[src/rtl/core/sqg_pkg.sv]
// Shared constants, types and a helper function for the SNR squelch gate.
package sqg_pkg;

    localparam int unsigned DEF_MAX_WINDOW = 256;

    localparam int unsigned SAMPLE_W   = 16;
    localparam int unsigned MAG_W      = 15;
    localparam int unsigned WLEN_W     = 9;
    localparam int unsigned THR_W      = 16;
    localparam int unsigned CFG_IDX_W  = 1;
    localparam int unsigned CFG_DATA_W = 16;
    localparam int unsigned MUL_W      = 32;

    localparam logic [WLEN_W-1:0] WLEN_RESET = 9'd64;
    localparam logic [THR_W-1:0]  THR_RESET  = 16'd829;

    typedef logic [CFG_IDX_W-1:0] t_cfg_idx;

    localparam t_cfg_idx REG_WINDOW_LEN   = 1'b0;
    localparam t_cfg_idx REG_THRESHOLD_SQ = 1'b1;

    typedef enum logic [2:0] {
        ST_IDLE,
        ST_READ,
        ST_SQ_NEW,
        ST_SQ_OLD,
        ST_SUM_SQ,
        ST_WQ,
        ST_THR,
        ST_OUT
    } t_state;

    typedef struct packed {
        logic busy;
        logic done;
    } t_mul_stat;

    // Magnitude of a signed sample, saturated to the largest positive value.
    function automatic logic [MAG_W-1:0] f_mag(input logic signed [SAMPLE_W-1:0] s);
        logic [SAMPLE_W-1:0] neg;
        neg = SAMPLE_W'(-s);
        if (!s[SAMPLE_W-1]) begin
            return s[MAG_W-1:0];
        end else if (neg[SAMPLE_W-1]) begin
            return {MAG_W{1'b1}};
        end else begin
            return neg[MAG_W-1:0];
        end
    endfunction

endpackage

[src/rtl/core/sqg_mul.sv]
// Shared multiplier that walks a wide operand in 32-bit digits, one digit per cycle.
module sqg_mul #(
    parameter int unsigned AW = 47
) (
    input  logic                         i_clk,
    input  logic                         i_rst_n,
    input  logic                         i_start,
    input  logic [AW-1:0]                i_a,
    input  logic [sqg_pkg::MUL_W-1:0]    i_b,
    output sqg_pkg::t_mul_stat           o_stat,
    output logic [AW+sqg_pkg::MUL_W-1:0] o_p
);

    localparam int unsigned DW  = sqg_pkg::MUL_W;
    localparam int unsigned NCH = (AW + DW - 1) / DW;
    localparam int unsigned AP  = NCH * DW;
    localparam int unsigned PW  = AW + DW;
    localparam int unsigned CW  = $clog2(NCH + 1);

    logic [AP-1:0]   r_a;
    logic [DW-1:0]   r_b;
    logic [PW-1:0]   r_acc;
    logic [CW-1:0]   r_cnt;
    logic            r_busy;
    logic            r_done;
    logic [2*DW-1:0] digit_prod;

    assign digit_prod = {{DW{1'b0}}, r_a[AP-1 -: DW]} * {{DW{1'b0}}, r_b};

    always_ff @(posedge i_clk) begin
        if (!i_rst_n) begin
            r_busy <= 1'b0;
            r_done <= 1'b0;
            r_cnt  <= '0;
        end else begin
            r_done <= 1'b0;
            if (i_start && !r_busy) begin
                r_busy <= 1'b1;
                r_cnt  <= CW'(NCH);
                r_a    <= AP'(i_a);
                r_b    <= i_b;
                r_acc  <= '0;
            end else if (r_busy) begin
                r_acc <= (r_acc << DW) + PW'(digit_prod);
                r_a   <= r_a << DW;
                r_cnt <= r_cnt - CW'(1);
                if (r_cnt == CW'(1)) begin
                    r_busy <= 1'b0;
                    r_done <= 1'b1;
                end
            end
        end
    end

    assign o_stat.busy = r_busy;
    assign o_stat.done = r_done;
    assign o_p         = r_acc;

endmodule

[config.mk]
export PLATFORM = sky130hd
export DESIGN_NAME = sqg_mul
export DESIGN_NICKNAME = d
export VERILOG_FILES = /design/src/rtl/core/sqg_pkg.sv /design/src/rtl/core/sqg_mul.sv
export SDC_FILE = /design/constraint.sdc
export NUM_CORES = 2
export LEC_CHECK = 0
export BUFFER_PORTS_ARGS = -buffer_cell sky130_fd_sc_hd__buf_2
export CORE_AREA = 2 2 269 271
export DETAILED_ROUTE_END_ITERATION = 16
export DIE_AREA = 0 0 271 273
export PLACE_DENSITY = 0.88
export SLEW_MARGIN = 5
export SYNTH_ARGS = -nofsm -noshare
export SYNTH_HDL_FRONTEND = slang
export SYNTH_SLANG_ARGS = --single-unit
[constraint.sdc]
create_clock -name i_clk -period 9.2 [get_ports i_clk]
set_input_delay 1.84 -clock i_clk [delete_from_list [all_inputs] [get_ports i_clk]]
set_output_delay 1.84 -clock i_clk [all_outputs]
set_load 0.02 [all_outputs]
==> metrics.txt <==
Distinct cells, synth=69; reg2reg end=o_p[67]$_SDFFCE_PP0P_; total track usage=33.0%; Min-Delay Endpoint=r_a[36]$_DFFE_PP_; Worst slew margin=12.0%; CP max FO=27; mapped cell area=41600 µm²; Seq/Total Area, Yosys=12.8%; vias in the first global route=34100; Yosys top cell area share=44.8%; most instantiated library cell after synthesis=inv_1; Syn Area/Cell=9.45 µm²; Final HPWL DP=95.6 mm; first-pass GRT wire length=187 mm; initial antenna violation count=4; # DRC=0; post-route ant nets=0; clk root buf=clkbuf_16; setup TNS=0 ns; cells along the critical path=buf_4 -> nand2_1 -> fa_1 -> fa_1 -> inv_1 -> fa_1 -> fa_1 -> fa_1 -> fa_1 -> fa_1 -> fa_1 -> ha_1 -> a21oi_1 -> a31oi_1 -> o21a_1 -> o31ai_1 -> o32ai_1 -> nor3_1 -> o21ai_0 -> xnor2_1 -> nor2_1; Via Count=31000; FF-to-FF Start=r_b[17]$_DFFE_PP_; Yosys top cell by area=fa_1; share of post-route cells with drive strength above 1=6.78%; MaxCap Viol Count=0; worst path arrival time=9.21 ns; ys async rst share=0%; EDFF count, synth=175; Synth Register Bits=179; Setup-failing EPs final=0; row cnt=98; CTS tree=built; Syn Nets=5701; period utilisation layout=97.5%; commonest cells in the netlist=inv_1 (965), fa_1 (931), nand2_1 (692); Crit Path Class=flip-flop to flip-flop; DRT Pass-1 Iters=8; final wirelength=116 mm; Worst Skew=0.0286 ns; Final Instance Count excl. Fillers=5376; IO buf count=162; Synth Flop Type=edfxtp_1; cell area after layout=43900 µm²; Die H=273 µm; crit start category=flip-flop; status=completed; Critical-path top delay cell=edfxtp_1; R2R Setup Slk=0.23 ns; CTS H-tree lvls=4; worst skew pair latency=0.53 ns; Num Clock Sinks=179; RSZ-0062 raised after global routing=false; synth top area cells=fa_1 (45%), edfxtp_1 (13%), inv_1 (8.7%), ha_1 (8.6%), and2_1 (7.9%); Hold Crit Start=r_a[4]$_SDFFCE_PN0P_; pin count of the biggest net entering global routing=141; Setup crit end kind=flip-flop; Layout area overhead=5.47%; drt initial violations=3271; Nets=5711; fmax=112 MHz; cells after synthesis=4401; DIE WIDTH=271 µm; Post-DP Area=43200 µm²; max incr delay on CP=1.13 ns; max-slew violations=0; GPL Wtd Cong=0.998; Placed Instances=5340; Initial Utilization=58.6%; hold path depth=2; Buf/Inv on CP=2; Worst-Margin Slew=1.32 ns; Tmin final=8.97 ns; CTS resizes=0; vias per cell=5.76; wire per inst=21.6 µm; Reg clk slew, reported paths=0.11 ns; Crit path max-delay family=adder cells; clock buffer depth=2; Fin. Hold Viols=0; Layout Utilization=61.8%; I/O pin cnt=163; total global routing overflow=0; Die Footprint=74000 µm²; Core Area=71000 µm²; critical path required time=9.44 ns; Crit path top cell by count=fa_1; Worst Hold Class=flip-flop to flip-flop; CTS buffer count=17; Synthesis Warnings=0; Worst Reg-to-Reg Cells=21
[stage by stage]
step,setup WS (ns),hold WS (ns)
after global routing,0.00827,0.543
final,0.234,0.526
after detailed placement,0.451,0.500
after floorplan,0.291,0.484
after global placement,0.412,0.492
after CTS,0.310,0.523
[area by class of cell]
class | instances | area [µm²]
fill | 5392 | 27100
clock buffer | 17 | 425
clock inverter | 15 | 164
timing repair buffer | 245 | 1470
tap | 950 | 1190
inverter | 965 | 3620
sequential | 179 | 5340
antenna | 2 | 5.00
multi-input combinational | 3003 | 31600
[tightest hold or removal path, stage by stage (launching register included)]
cell      delay (ns)
edfxtp_1        0.33
nand2_1         0.04
nand2_1         0.05
[registers in the layout, summed over array words and instances (netlist names)]
name and count:
r_b 32, r_done 1, r_a 64, r_cnt 2, r_busy 1, o_p 79
[placed cells by master, fill, tap and decap left out, drive strengths merged, types with 8 or more instances in the layout]
cell type	n
inv	972
fa	931
nand2	692
and2	524
ha	287
buf	244
edfxtp	175
nor2	118
a21oi	102
o21ai	57
nand4	35
xnor2	34
xor2	22
o21bai	20
a21o	19
clkbuf	18
nor3	16
o21a	11
nand3	11
and3	9
or3	8
a21boi	8
[cells by family (layout without fill, tap and decap cells)]
family                     Yosys count  in the layout  share of synthesized area, %
adders and majority gates         1218           1218                          53.5
DFF                                179            179                          12.8
and+or+nand+nor                   1447           1447                          16.9
xor gates and xnor gates            56             56                          1.18
other                                0              2                             0
AOI/OAI and AO/OA                  275            275                          4.35
buffers and inverters             1219           1242                          11.1
muxes                                7              7                         0.169
[per-layer routing]
layer | routed length (µm) | part of all wire (%) | global-route usage (%) | vias up
li1 | - | - | - | 13000
met5 | 40 | 0.034 | 0 | -
met2 | 53000 | 46 | 51.5 | 2031
met3 | 14400 | 12 | 9.64 | 400
met4 | 6720 | 5.8 | 17.1 | 6
met1 | 41900 | 36 | 42.2 | 15500
[what timing repair did]
action                                  in CTS  in global routing
endpoints found under the setup margin       0                  2
hold buffers                                 0                  0
setup buffers                                0                  2
[how the worst max path moves through the flow]
stage	slack [ns]	start	depth (start not counted)	endpoint
after global placement	0.41	r_b[17]$_DFFE_PP_	21	o_p[67]$_SDFFCE_PP0P_
after global routing	0.008	r_b[17]$_DFFE_PP_	23	o_p[73]$_SDFFCE_PP0P_
after floorplan	0.29	i_start	2	o_p[0]$_SDFFCE_PP0P_
after detailed placement	0.45	r_b[17]$_DFFE_PP_	21	o_p[67]$_SDFFCE_PP0P_
after CTS	0.31	r_b[17]$_DFFE_PP_	21	o_p[67]$_SDFFCE_PP0P_
final	0.23	r_b[17]$_DFFE_PP_	21	o_p[67]$_SDFFCE_PP0P_
Power is not shown: default switching activity piles up to over one toggle a cycle in this logic, so the estimate is an artifact.
